--- src/design/cdf_pkg.sv ---
// Package: shared constants and types for the dead-zone follow camera.
`timescale 1ns / 1ps
package cdf_pkg;

	localparam int unsigned VIEW_WIDTH_DEF  = 320;
	localparam int unsigned VIEW_HEIGHT_DEF = 240;

	localparam int unsigned DEAD_ZONE     = 16;
	localparam int unsigned MAX_LAG       = 48;
	localparam int unsigned SETTLE_FRAMES = 30;

	localparam int unsigned COORD_W  = 32;
	localparam int unsigned SETTLE_W = 6;
	localparam int unsigned STEP_W   = 32;
	// wide enough for origin - half view - creep step and its differences
	localparam int unsigned CALC_W   = 36;

	localparam int unsigned APB_DW = 32;
	localparam int unsigned ADDR_W = 3;

	typedef enum logic [1:0] {
		CMD_FOLLOW   = 2'd0,
		CMD_SETUP    = 2'd1,
		CMD_TELEPORT = 2'd2
	} cmd_t;

	typedef enum logic [0:0] {
		REG_FROZEN = 1'b0
	} reg_idx_t;

endpackage

--- src/design/cdf_if.sv ---
// Interfaces: target input channel and view output channel.
`timescale 1ns / 1ps
interface cdf_in_if;
	logic                                valid;
	logic                                ready;
	logic [1:0]                          command;
	logic signed [cdf_pkg::COORD_W-1:0]  aim_x;
	logic signed [cdf_pkg::COORD_W-1:0]  aim_y;

	modport source (output valid, command, aim_x, aim_y, input ready);
	modport sink (input valid, command, aim_x, aim_y, output ready);
endinterface

interface cdf_out_if;
	logic                                valid;
	logic                                ready;
	logic signed [cdf_pkg::COORD_W-1:0]  view_x;
	logic signed [cdf_pkg::COORD_W-1:0]  view_y;

	modport source (output valid, view_x, view_y, input ready);
	modport sink (input valid, view_x, view_y, output ready);
endinterface

--- src/design/camera_deadzone_follow.sv ---
// Top level: dead-zone follow camera, input register, update logic, result register.
// An accepted word passes the input register and then the result register before it shows on the view channel.
// Throughput: one word per cycle while view.ready holds; the origin/counter update fits
// between the input register and the result register, so consecutive words chain directly.
// While a result waits on the output, the input register takes one more word, then stalls.
// Reset (arst_n low, asynchronous): origin, counters, frozen flag and valids clear.
`timescale 1ns / 1ps
module camera_deadzone_follow #(
	parameter int unsigned VIEW_WIDTH  = cdf_pkg::VIEW_WIDTH_DEF,
	parameter int unsigned VIEW_HEIGHT = cdf_pkg::VIEW_HEIGHT_DEF
) (
	input  logic                              clk,
	input  logic                              arst_n,
	cdf_in_if.sink                            target,
	cdf_out_if.source                         view,
	input  logic                              psel,
	input  logic                              penable,
	input  logic                              pwrite,
	input  logic [cdf_pkg::ADDR_W-1:0]        paddr,
	input  logic [cdf_pkg::APB_DW-1:0]        pwdata,
	output logic [cdf_pkg::APB_DW-1:0]        prdata,
	output logic                              pready
);

	localparam int unsigned CW = cdf_pkg::CALC_W;
	localparam int unsigned XW = cdf_pkg::COORD_W;
	localparam int unsigned SW = cdf_pkg::SETTLE_W;
	localparam int unsigned TW = cdf_pkg::STEP_W;

	localparam logic signed [CW-1:0] HALF_W = CW'(VIEW_WIDTH / 2);
	localparam logic signed [CW-1:0] HALF_H = CW'(VIEW_HEIGHT / 2);
	localparam logic signed [CW-1:0] DZ     = CW'(cdf_pkg::DEAD_ZONE);
	localparam logic signed [CW-1:0] LAG    = CW'(cdf_pkg::MAX_LAG);
	localparam logic signed [CW-1:0] MAX32  = CW'(64'sd2147483647);
	localparam logic signed [CW-1:0] MIN32  = CW'(-64'sd2147483648);
	localparam logic [SW-1:0]        SETTLE_LIM = SW'(cdf_pkg::SETTLE_FRAMES);

	function automatic logic signed [XW-1:0] sat32(input logic signed [CW-1:0] v);
		logic signed [XW-1:0] r;
		if (v > MAX32) begin
			r = MAX32[XW-1:0];
		end else if (v < MIN32) begin
			r = MIN32[XW-1:0];
		end else begin
			r = v[XW-1:0];
		end
		return r;
	endfunction

	// halve, truncating toward zero
	function automatic logic signed [CW-1:0] half_tz(input logic signed [CW-1:0] d);
		logic signed [CW-1:0] a;
		a = d + {{(CW-1){1'b0}}, d[CW-1]};
		return a >>> 1;
	endfunction

	// config register
	localparam int unsigned ADDR_HI = cdf_pkg::ADDR_W - 1;

	logic frozen_q;
	logic cfg_wr;
	logic cfg_hit;

	assign pready  = 1'b1;
	assign cfg_hit = (paddr[ADDR_HI:2] == cdf_pkg::REG_FROZEN);
	assign cfg_wr  = psel && penable && pwrite && pready;
	assign prdata  = cfg_hit ? {{(cdf_pkg::APB_DW-1){1'b0}}, frozen_q} : '0;

	always_ff @(posedge clk or negedge arst_n) begin
		if (!arst_n) begin
			frozen_q <= 1'b0;
		end else if (cfg_wr && cfg_hit) begin
			frozen_q <= pwdata[0];
		end
	end

	// pipeline registers
	logic                  v_s1;
	logic [1:0]            cmd_s1;
	logic signed [XW-1:0]  tx_s1;
	logic signed [XW-1:0]  ty_s1;
	logic                  v_s2;
	logic signed [XW-1:0]  vx_s2;
	logic signed [XW-1:0]  vy_s2;

	// camera state
	logic signed [XW-1:0]  ox_q;
	logic signed [XW-1:0]  oy_q;
	logic [SW-1:0]         settle_q;
	logic [TW-1:0]         step_q;

	logic in_acc;
	logic adv_s2;

	assign adv_s2       = v_s1 && (!v_s2 || view.ready);
	assign target.ready = !v_s1 || adv_s2;
	assign in_acc       = target.valid && target.ready;

	assign view.valid  = v_s2;
	assign view.view_x = vx_s2;
	assign view.view_y = vy_s2;

	always_ff @(posedge clk) begin
		if (in_acc) begin
			cmd_s1 <= target.command;
			tx_s1  <= target.aim_x;
			ty_s1  <= target.aim_y;
		end
	end

	// update logic
	logic signed [CW-1:0]  ox_e, oy_e, xt, yt;
	logic signed [CW-1:0]  cx, cy0, cy1;
	logic signed [XW-1:0]  fx, fy, sx, sy;
	logic                  jump;
	logic [SW-1:0]         settle_f;
	logic [TW-1:0]         step_b, step_f;

	logic signed [XW-1:0]  ox_n, oy_n;
	logic [SW-1:0]         settle_n;
	logic [TW-1:0]         step_n;

	always_comb begin
		ox_e = CW'(ox_q);
		oy_e = CW'(oy_q);
		xt   = CW'(tx_s1) - HALF_W;
		yt   = CW'(ty_s1) - HALF_H;

		// horizontal dead zone
		if (xt > ox_e + DZ) begin
			cx = xt - DZ;
		end else if (xt < ox_e - DZ) begin
			cx = xt + DZ;
		end else begin
			cx = ox_e;
		end
		fx = sat32(ox_e + half_tz(cx - ox_e));

		// vertical: jump down, bounded lag, creep back
		jump = (yt > oy_e);
		if (jump) begin
			cy0      = yt;
			settle_f = '0;
			step_b   = '0;
		end else begin
			cy0      = (oy_e > yt + LAG) ? yt + LAG : oy_e;
			settle_f = (settle_q != '1) ? settle_q + SW'(1) : settle_q;
			step_b   = step_q;
		end

		cy1    = cy0;
		step_f = step_b;
		if (settle_f > SETTLE_LIM) begin
			cy1 = cy0 - CW'({1'b0, step_b});
			if (cy1 < yt) begin
				cy1 = yt;
			end
			step_f = (step_b != '1) ? step_b + TW'(1) : step_b;
		end
		fy = sat32(oy_e + half_tz(cy1 - oy_e));

		sx = sat32(xt);
		sy = sat32(yt);

		ox_n     = ox_q;
		oy_n     = oy_q;
		settle_n = settle_q;
		step_n   = step_q;
		case (cmd_s1)
			cdf_pkg::CMD_FOLLOW: begin
				if (!frozen_q) begin
					ox_n     = fx;
					oy_n     = fy;
					settle_n = settle_f;
					step_n   = step_f;
				end
			end
			cdf_pkg::CMD_SETUP: begin
				ox_n     = sx;
				oy_n     = sy;
				settle_n = '0;
				step_n   = '0;
			end
			cdf_pkg::CMD_TELEPORT: begin
				ox_n = sx;
				oy_n = sy;
			end
			default: begin
			end
		endcase
	end

	always_ff @(posedge clk or negedge arst_n) begin
		if (!arst_n) begin
			v_s1     <= 1'b0;
			v_s2     <= 1'b0;
			ox_q     <= '0;
			oy_q     <= '0;
			settle_q <= '0;
			step_q   <= '0;
		end else begin
			if (in_acc) begin
				v_s1 <= 1'b1;
			end else if (adv_s2) begin
				v_s1 <= 1'b0;
			end
			if (adv_s2) begin
				v_s2     <= 1'b1;
				ox_q     <= ox_n;
				oy_q     <= oy_n;
				settle_q <= settle_n;
				step_q   <= step_n;
			end else if (view.ready) begin
				v_s2 <= 1'b0;
			end
		end
	end

	always_ff @(posedge clk) begin
		if (adv_s2) begin
			vx_s2 <= ox_n;
			vy_s2 <= oy_n;
		end
	end

endmodule

--- src/flat_wrapper.sv ---
// flat-port wrapper written by rule: the top's interface ports become plain ports
module camera_deadzone_follow_flat 
#(
	parameter int unsigned VIEW_WIDTH  = cdf_pkg::VIEW_WIDTH_DEF,
	parameter int unsigned VIEW_HEIGHT = cdf_pkg::VIEW_HEIGHT_DEF
)
  (clk, arst_n, psel, penable, pwrite, paddr, pwdata, prdata, pready, target_valid, target_command, target_aim_x, target_aim_y, target_ready, view_valid, view_view_x, view_view_y, view_ready);
  cdf_in_if target_i ();
  cdf_out_if view_i ();
  input  logic clk;
  input  logic arst_n;
  input  logic psel;
  input  logic penable;
  input  logic pwrite;
  input  logic [cdf_pkg::ADDR_W-1:0] paddr;
  input  logic [cdf_pkg::APB_DW-1:0] pwdata;
  output logic [cdf_pkg::APB_DW-1:0] prdata;
  output logic pready;
  input wire logic [$bits(target_i.valid)-1:0] target_valid;
  input wire logic [$bits(target_i.command)-1:0] target_command;
  input wire logic [$bits(target_i.aim_x)-1:0] target_aim_x;
  input wire logic [$bits(target_i.aim_y)-1:0] target_aim_y;
  output wire logic [$bits(target_i.ready)-1:0] target_ready;
  output wire logic [$bits(view_i.valid)-1:0] view_valid;
  output wire logic [$bits(view_i.view_x)-1:0] view_view_x;
  output wire logic [$bits(view_i.view_y)-1:0] view_view_y;
  input wire logic [$bits(view_i.ready)-1:0] view_ready;
  assign target_i.valid = target_valid;
  assign target_i.command = target_command;
  assign target_i.aim_x = target_aim_x;
  assign target_i.aim_y = target_aim_y;
  assign target_ready = target_i.ready;
  assign view_valid = view_i.valid;
  assign view_view_x = view_i.view_x;
  assign view_view_y = view_i.view_y;
  assign view_i.ready = view_ready;
  camera_deadzone_follow #(.VIEW_WIDTH(VIEW_WIDTH), .VIEW_HEIGHT(VIEW_HEIGHT)) u_core (.clk(clk), .arst_n(arst_n), .target(target_i), .view(view_i), .psel(psel), .penable(penable), .pwrite(pwrite), .paddr(paddr), .pwdata(pwdata), .prdata(prdata), .pready(pready));
endmodule
--- config.mk ---
export PLATFORM = sky130hd
export DESIGN_NAME = camera_deadzone_follow_flat
export DESIGN_NICKNAME = d
export VERILOG_FILES = /design/src/design/cdf_pkg.sv /design/src/design/cdf_if.sv /design/src/design/camera_deadzone_follow.sv /design/src/flat_wrapper.sv
export SDC_FILE = /design/constraint.sdc
export NUM_CORES = 1
export LEC_CHECK = 0
export ABC_AREA = 0
export BUFFER_PORTS_ARGS = -buffer_cell sky130_fd_sc_hd__clkbuf_2
export CORE_MARGIN = 2
export CORE_UTILIZATION = 44
export DETAILED_ROUTE_END_ITERATION = 16
export PLACE_DENSITY_LB_ADDON = 0.3
export SLEW_MARGIN = 20
export SYNTH_ARGS = -nofsm -noshare
export SYNTH_HDL_FRONTEND = slang
export SYNTH_SLANG_ARGS = --single-unit
export TNS_END_PERCENT = 1
--- constraint.sdc ---
create_clock -name clk -period 22.8 [get_ports clk]
set_input_delay 5.7 -clock clk [delete_from_list [all_inputs] [get_ports clk]]
set_output_delay 5.7 -clock clk [all_outputs]
set_load 0.05 [all_outputs]
# Word-level counts from Yosys, hierarchy flattened
# Index checks and enable logic that the tools add are counted.
# word_totals
ff_bits	235
latch_bits	0
mem_bits_rw	0
mem_bits_ro	0
input_bits	108
output_inout_bits	99
word_cells	95
mem_count	0
# classes
add_sub_neg	16
n_mul	0
n_div	0
order_cmp	14
eq_ne	5
n_shift	0
mux	32
bitwise	1
reduce_logical	15
# ops
operator	n
$mux 32	14
$mux 36	6
$pmux 32 s2	3
$gt 36x32->1 const B	3
$lt 36x32->1 const B	3
$sub 36x32->36	3
$add 32x35->36	2
$add 36x1->36	2
$add 36x6->36 const B	1
$gt 32x36->1	1
$gt 36x36->1	1
$lt 36x33->1	1
$lt 36x36->1	1
$sub 36x6->36 const B	1
$add 33x7->34 const B	1
$add 32x6->33 const B	1
$gt 33x32->1	1
$gt 33x32->1 const B	1
$lt 33x32->1 const B	1
$sub 32x6->33 const B	1
$sub 32x8->33 const B	1
$sub 32x9->33 const B	1
$add 32x1->32 const B	1
$ne 32x32->1 const B	1
17 further kinds	31

# Logic depth before layout (Yosys ltp)
# Gate-level depths: netlist of run 1.
# depth
ltp_word	17
mapped_depth	93

# Least setup slack after synthesis of run 1
# Ideal clock, no wire load.
# synth_path
path_kind	register -> register
start	register u_core.ty_s1[3]
end	register u_core.vy_s2[27] (netlist: u_core.view.view_y[27]) (data pin)
setup_ns	0.260
arrival_time_ns	18.462
t_required_ns	22.540
slack_ns	4.078
stages_incl_launch_ff	89
path_buffers	11
path_cell_list	edfxtp_1 > ha_1 > and3_1 > clkbuf_1 > or3_1 > or4b_2 > a311oi_1 > nor2b_1 > and3_1 > clkbuf_1 > nand3_1 > nor3_1 > xnor2_1 > ha_1 > nand4_1 > or4_1 > a2111oi_0 > and4b_1 > [53 not listed] > xnor2_1 > ha_1 > clkbuf_1 > a21o_1 > a21o_1 > a21oi_1 > o21ai_0 > a21oi_1 > o31ai_1 > or3b_2 > and3_1 > a211oi_1 > nand3_1 > a21oi_1 > clkbuf_1 > a21boi_0 > o22ai_1 > mux2_2
# synth_via
elab_chain_cells	17
word_cells_on_any_way	26
# synth_rtl
item	line	text
start, declared	camera_deadzone_follow.sv:81	logic signed [XW-1:0] ty_s1;
start signal, assigned	camera_deadzone_follow.sv:107	ty_s1 <= target.aim_y;
$sub 32x8->33 (*)	camera_deadzone_follow.sv:127	yt = CW'(ty_s1) - HALF_H;
$add 33x7->34	camera_deadzone_follow.sv:146	cy0 = (oy_e > yt + LAG) ? yt + LAG : oy_e;
$gt 32x36->1	camera_deadzone_follow.sv:146	
$mux 36	camera_deadzone_follow.sv:146	
$mux 36	camera_deadzone_follow.sv:141	if (jump) begin
$sub 36x32->36	camera_deadzone_follow.sv:154	cy1 = cy0 - CW'({1'b0, step_b});
$lt 36x33->1	camera_deadzone_follow.sv:155	if (cy1 < yt) begin
$mux 36	camera_deadzone_follow.sv:155	
[2 not listed]	--	
$add 36x1->36	camera_deadzone_follow.sv:53	a = d + {{(CW-1){1'b0}}, d[CW-1]};
$add 32x35->36	camera_deadzone_follow.sv:160	fy = sat32(oy_e + half_tz(cy1 - oy_e));
$lt 36x32->1	camera_deadzone_follow.sv:42	end else if (v < MIN32) begin
$mux 32	camera_deadzone_follow.sv:42	
$mux 32	camera_deadzone_follow.sv:40	if (v > MAX32) begin
$mux 32	camera_deadzone_follow.sv:171	if (!frozen_q) begin
$pmux 32 s2 (*)	camera_deadzone_follow.sv:169	case (cmd_s1)
net u_core.oy_n[27]	camera_deadzone_follow.sv:119	logic signed [XW-1:0] ox_n, oy_n;
end signal, assigned	camera_deadzone_follow.sv:222	vy_s2 <= oy_n;
end, declared	camera_deadzone_follow.sv:84	logic signed [XW-1:0] vy_s2;
# Mark *: on every way through the listed nets, which the timed path passes. The rest lies on a longest branch.
# A chain may end at the register's enable or synchronous reset.

# Final worst setup path of run 1
# layout_path
start	register u_core.ty_s1[4]
end	register u_core.vy_s2[11] (netlist: u_core.view.view_y[11]) (data pin)
# The elaborated chain is that of the path after synthesis.

==> results of run 1 <==
## routing by layer
metal | vias to the layer above | routed length (um) | global-route usage
li1 | 15000 | - | -
met1 | 14500 | 43400 | 0.338
met2 | 1091 | 46900 | 0.444
met3 | 265 | 5750 | 0.0259
met4 | 0 | 5940 | 0.140
met5 | - | 0 | 0
## worst max-delay path, delay by kind of cell, from the launching register on
family                   cells  cell delay [ns]
AO/OA/AOI/OAI               40            10.26
XOR/XNOR                     6             1.27
adder cells (fa/ha/maj)      7             2.25
buffers and inverters        4             1.00
flip-flops                   1             0.62
AND/OR/NAND/NOR             25             5.66
## registers in the layout, indices dropped and copies added (netlist names)
register / count
u_core.ox_q: 32
u_core.oy_q: 32
u_core.step_q: 32
u_core.tx_s1: 32
u_core.ty_s1: 32
u_core.view.view_x: 32
u_core.view.view_y: 32
u_core.settle_q: 6
u_core.cmd_s1: 2
u_core.frozen_q: 1
u_core.v_s1: 1
u_core.view.valid: 1
## metrics by stage
| stage | std cells | area [um^2] | util | setup slack (ns) | hold WS, ns |
|---|---|---|---|---|---|
| after floorplan | 4097 | 31500 | - | 4.08 | 0.457 |
| after global routing | 5066 | 34000 | 0.483 | 0.0287 | 0.520 |
| after CTS | 5066 | 34000 | 0.483 | 1.19 | 0.481 |
| after detailed placement | 5008 | 32900 | 0.467 | 1.31 | 0.487 |
| final | 5066 | 34000 | 0.483 | 1.44 | 0.487 |
| after global placement | 5008 | 32900 | 0.467 | 1.50 | 0.469 |
## cells by family after synthesis
logic type / after synthesis / share of synthesized area
fa+ha+maj: 358 / 0.144
flops: 235 / 0.208
buf+inv: 411 / 0.0533
compound gates: 1263 / 0.253
xor+xnor: 365 / 0.102
mux: 88 / 0.0311
simple gates: 1345 / 0.209
other cells: 2 / 0.000239
## Yosys cell counts, types with 27 or more instances
cell / instances
xor2_1: 99
o21a_1: 48
or3_1: 43
nand2b_1: 31
xnor2_1: 264
clkbuf_1: 168
nand2_1: 383
nor3_1: 100
edfxtp_1: 130
a21o_1: 134
a211oi_1: 39
nor2b_1: 44
a31oi_1: 50
dfrtp_1: 105
and3_1: 39
and2_1: 27
ha_1: 353
inv_1: 184
a21oi_1: 343
nor2_1: 329
buf_4: 33
mux2_2: 76
nand3_1: 126
o21ai_0: 344
nand4_1: 82
nor4_1: 36
## final cells by class
class	instances	area, um^2
Inverter	195	733
Timing Repair Buffer	187	1060
Clock buffer	35	811
Clock inverter	23	293
Fill cell	7084	36400
Sequential cell	235	6530
Multi-Input combinational cell	3451	23400
Tap cell	940	1180
## how the worst min path moves through the flow
stage	endpoint	start	slack, ns	cells after the start
6_report	u_core.view.valid	u_core.v_s1	0.49	1
5_1_grt	u_core.view.valid	u_core.v_s1	0.52	1
4_1_cts	u_core.view.valid	u_core.v_s1	0.48	1
3_5_place_dp	u_core.view.valid	u_core.v_s1	0.49	1
3_3_place_gp	u_core.view.valid	u_core.v_s1	0.47	1
2_1_floorplan	u_core.view.valid	u_core.v_s1	0.46	1
==> reports/metrics.yaml, run 1 <==
timing:
  timing.fmax_mhz: 46.8
  worstMarginPinSlew_ns: 1.10
  rsz0062_at_grt: "no"
  finClkSkew_ns: 0.0118
  fin_tns_setup_ns: 0
  finalSetupViolCount: 0
  period_needed_ns: 21.36
  hold_violations: 0
  layout_worst_path_cycle_share: 0.937
  final_max_slew_viol_count: 0
  slew_headroom: 0.263
clock_network:
  cts_tree: "done"
  cts-root-buf: "clkbuf_16"
  clkLatencyLatePin_ns: 0.61
  cts_buffers: 31
  clock_path_buffers: 3
  h-tree-depth: 1
  cts_resized: 0
  path_clk_slew_ns: 0.06
  post-cts-setup-buffers: 0
  hold_buffers: 0
  cts.sinks: 235
setup_path:
  critical_path.startpoint: "u_core.ty_s1[4]"
  r2r_setup_slack_ns: 1.44
  worst_ep_arrival_time_ns: 21.69
  critPathKind: "reg2reg"
  rr_startpoint: "u_core.ty_s1[4]"
  ff2ff_path_depth: 82
  critPathSlowestCell: "edfxtp_1"
  required_ns: 23.14
  end_kind: "flop"
  slowest_delay_ns: 0.62
  cp_max_fo: 47
  rr_endpoint: "u_core.view.view_y[11]"
  crit_top_cell: "a21oi_1"
  crit_path_end: "u_core.view.view_y[11]"
  critPathLaunchType: "flop"
logic_synthesis:
  ys_types: 93
  synth_flop_cell: "edfxtp_1"
  synth-seq-cells: 235
  syn_area_per_cell_um2: 7.72
  yosys-top-cells-area: "ha_1, edfxtp_1, dfrtp_1, xnor2_1, o21ai_0"
  synth_top_area_frac: 0.141
  synth_edf_count: 130
  ys_seq_area_frac: 0.208
  synth_cells: 4067
  synth_area_um2: 31400
  async_flop_share: 0.447
  yosys_warnings: 0
  yosysTopAreaCell: "ha_1"
placement:
  dp_hpwl_um: 80200
  gp_congestion: 0.973
  portBuffers: 141
layout:
  nNetsFinal: 4567
  drive_gt1_frac: 0.0938
  n_antenna_cell: 0
  syn_to_final_growth_pct: 8.34
  layout_commonest_cell: "nand2_1"
  final_cell_mix: "nand2_1, ha_1, a21oi_1, o21ai_0, nor2_1"
global_routing:
  grt_pass1_vias: 28600
  antenna_found_initial: 0
  grt_pass1_wl_um: 156000
  grt_usage: 0.265
  grt_max_degree: 70
  gr-total-overflow: 0
detailed_routing:
  wire_per_inst_um: 20.1
  firstDrtPassIters: 6
  wl_um: 102000
  viasPerCell: 6.08
  vias: 30800
  dr.first_iter.drc_count: 2687
  drc: 0
  postRouteAntennaNets: 0
floorplanning:
  die_x_um: 271
  die_h_um: 271
  start_util: 0.446
  pin_count: 207
  core_area_um2: 70400
  fp.dieArea_um2: 73500
  placementRows: 97
run:
  maxCapViolations: 0
outcome:
  status: "complete, no violations"
worst_hold_path:
  hp-class: "reg2reg"
Power of run 1 is left out: the tool's default activity adds up to more than one toggle a clock period on the data nets, which glitch-free logic cannot reach.
==> run 2, diff against run 1 <==
- CTS_BUF_LIST: unset -> sky130_fd_sc_hd__clkbuf_16
==> run 2 against run 1 <==
  * Wire length is essentially flat
  * First-iteration DRC count shrank 0.97%
  * Critical path type unchanged
  * Core utilization is essentially flat
  * Cell count is the same
  * Die area is the same
  * Largest cell class unchanged
  * Hold slack is essentially flat
==> reports/metrics.yaml, run 2 (synthesized netlist as in run 1, its figures left out) <==
floorplanning:
  core_area_um2: 70400  # unchanged
  pin_count: 207  # unchanged
  die_x_um: 271  # unchanged
  fp.dieArea_um2: 73500  # unchanged
  start_util: 0.446  # unchanged
  die_h_um: 271  # unchanged
  placementRows: 97  # unchanged
detailed_routing:
  vias: 30700  # was 30800
  wl_met1_um: 43200  # was 43400 um
  dr_wl_met2_um: 46900  # about the same
  postRouteAntennaNets: 0  # unchanged
  wl_um: 102000  # about the same
  top_layer: "met4"  # unchanged
  wire_per_inst_um: 20.1  # about the same
  wl_met3_um: 5860  # was 5750 um
  viasPerCell: 6.06  # was 6.08
  dr.first_iter.drc_count: 2661  # was 2687
  firstDrtPassIters: 6  # unchanged
  drc: 0  # unchanged
clock_network:
  cts.sinks: 235  # unchanged
  cts-root-buf: "clkbuf_16"  # unchanged
  path_clk_slew_ns: 0.06  # about the same
  cts_buffers: 31  # unchanged
  h-tree-depth: 1  # unchanged
  clkLatencyLatePin_ns: 0.61  # about the same
  clock_path_buffers: 3  # unchanged
  cts_tree: "done"  # unchanged
  hold_buffers: 0  # unchanged
setup_path:
  crit_top_cell: "a21oi_1"  # unchanged
  required_ns: 23.14  # about the same
  rr_startpoint: "u_core.ty_s1[4]"  # unchanged
  cp_max_fo: 47  # unchanged
  critPathSlowestCell: "edfxtp_1"  # unchanged
  critPathKind: "reg2reg"  # unchanged
  slowest_delay_ns: 0.62  # about the same
  ff2ff_path_depth: 82  # unchanged
  end_kind: "flop"  # unchanged
  worst_ep_arrival_time_ns: 21.69  # about the same
  critPathLaunchType: "flop"  # unchanged
  rr_endpoint: "u_core.view.view_y[11]"  # unchanged
  r2r_setup_slack_ns: 1.45  # was 1.44 ns
worst_hold_path:
  whs_endpoint: "u_core.view.valid"  # unchanged
  hp-start: "u_core.v_s1"  # unchanged
  hp-class: "reg2reg"  # unchanged
  hold_depth: 1  # unchanged
placement:
  portBuffers: 141  # unchanged
  gp_congestion: 0.973  # unchanged
  dp_hpwl_um: 80200  # unchanged
timing:
  timing.fmax_mhz: 46.8  # about the same
  worstMarginPinSlew_ns: 1.10  # about the same
  hold_violations: 0  # unchanged
  layout_worst_path_cycle_share: 0.936  # was 0.937
  rsz0062_at_grt: "no"  # unchanged
  finClkSkew_ns: 0.0103  # was 0.0118 ns
  fin_tns_setup_ns: 0  # unchanged
  final_max_slew_viol_count: 0  # unchanged
  period_needed_ns: 21.35  # was 21.36 ns
  finalSetupViolCount: 0  # unchanged
  slew_headroom: 0.262  # was 0.263
global_routing:
  gr-total-overflow: 0  # unchanged
  grt_pass1_vias: 28600  # about the same
  grt_max_degree: 70  # unchanged
  antenna_found_initial: 0  # unchanged
  grt_pass1_wl_um: 156000  # about the same
  grt_usage: 0.265  # about the same
layout:
  syn_to_final_growth_pct: 8.27  # was 8.34%
  final_cell_mix: "nand2_1, ha_1, a21oi_1, o21ai_0, nor2_1"  # unchanged
  n_antenna_cell: 0  # unchanged
  drive_gt1_frac: 0.0933  # was 0.0938
  layout_commonest_cell: "nand2_1"  # unchanged
  final.fill_count: 7089  # was 7084
  nNetsFinal: 4567  # unchanged
run:
  maxCapViolations: 0  # unchanged
outcome:
  status: "complete, no violations"  # unchanged
==> run 2: repair_timing <==
action,in CTS,in global routing
buffers inserted,0,0
resized for setup,0,6
endpoints found under the setup margin,0,64
==> run 2: metrics by stage <==
stage / setup WS [ns] / hold slack [ns] / util / std cells / instance area, um^2
floorplan: 4.08 / 0.457 / - / 4097 / 31500
global placement: 1.50 / 0.469 / 0.467 / 5008 / 32900
detailed placement: 1.31 / 0.487 / 0.467 / 5008 / 32900
CTS: 1.19 / 0.481 / 0.483 / 5066 / 34000
global route: 0.0287 / 0.520 / 0.483 / 5066 / 34000
finish: 1.45 / 0.487 / 0.483 / 5066 / 34000
==> run 2: critical path: cells and delay by family, from the launching register on <==
family / cells / cell delay, ns
buf+inv: 4 / 1.01
simple gates: 25 / 5.66
xor+xnor: 6 / 1.27
compound gates: 40 / 10.25
fa+ha+maj: 7 / 2.25
flops: 1 / 0.62
==> run 2: final cells by class <==
cell class / instances / area, um^2 / share of cell area
clock buffers: 31 / 776 / 0.0228
clock inverters: 27 / 308 / 0.00905
inverters: 195 / 733 / 0.0216
multi-input cells: 3451 / 23400 / 0.689
flip-flops and latches: 235 / 6530 / 0.192
well taps: 940 / 1180 / 0.0346
repair buffers: 187 / 1060 / 0.0311
==> run 2: worst max-delay path by stage <==
stage                                from  cells past startpoint                endpoint
after floorplan           u_core.ty_s1[3]                     88  u_core.view.view_y[27]
after global placement    u_core.ty_s1[4]                     79  u_core.view.view_y[27]
final                     u_core.ty_s1[4]                     82  u_core.view.view_y[11]
after CTS                 u_core.ty_s1[4]                     79  u_core.view.view_y[27]
after detailed placement  u_core.ty_s1[4]                     79  u_core.view.view_y[27]
after global routing      u_core.ty_s1[4]                     82  u_core.view.view_y[11]
==> run 2: routing by layer <==
| metal | vias up | global-route usage |
|---|---|---|
| met3 | 266 | 0.0259 |
| met2 | 1089 | 0.444 |
| met1 | 14400 | 0.338 |
| met5 | - | 0 |
| li1 | 15000 | - |
| met4 | 0 | 0.140 |
Power of run 2 is left out for the same reason.
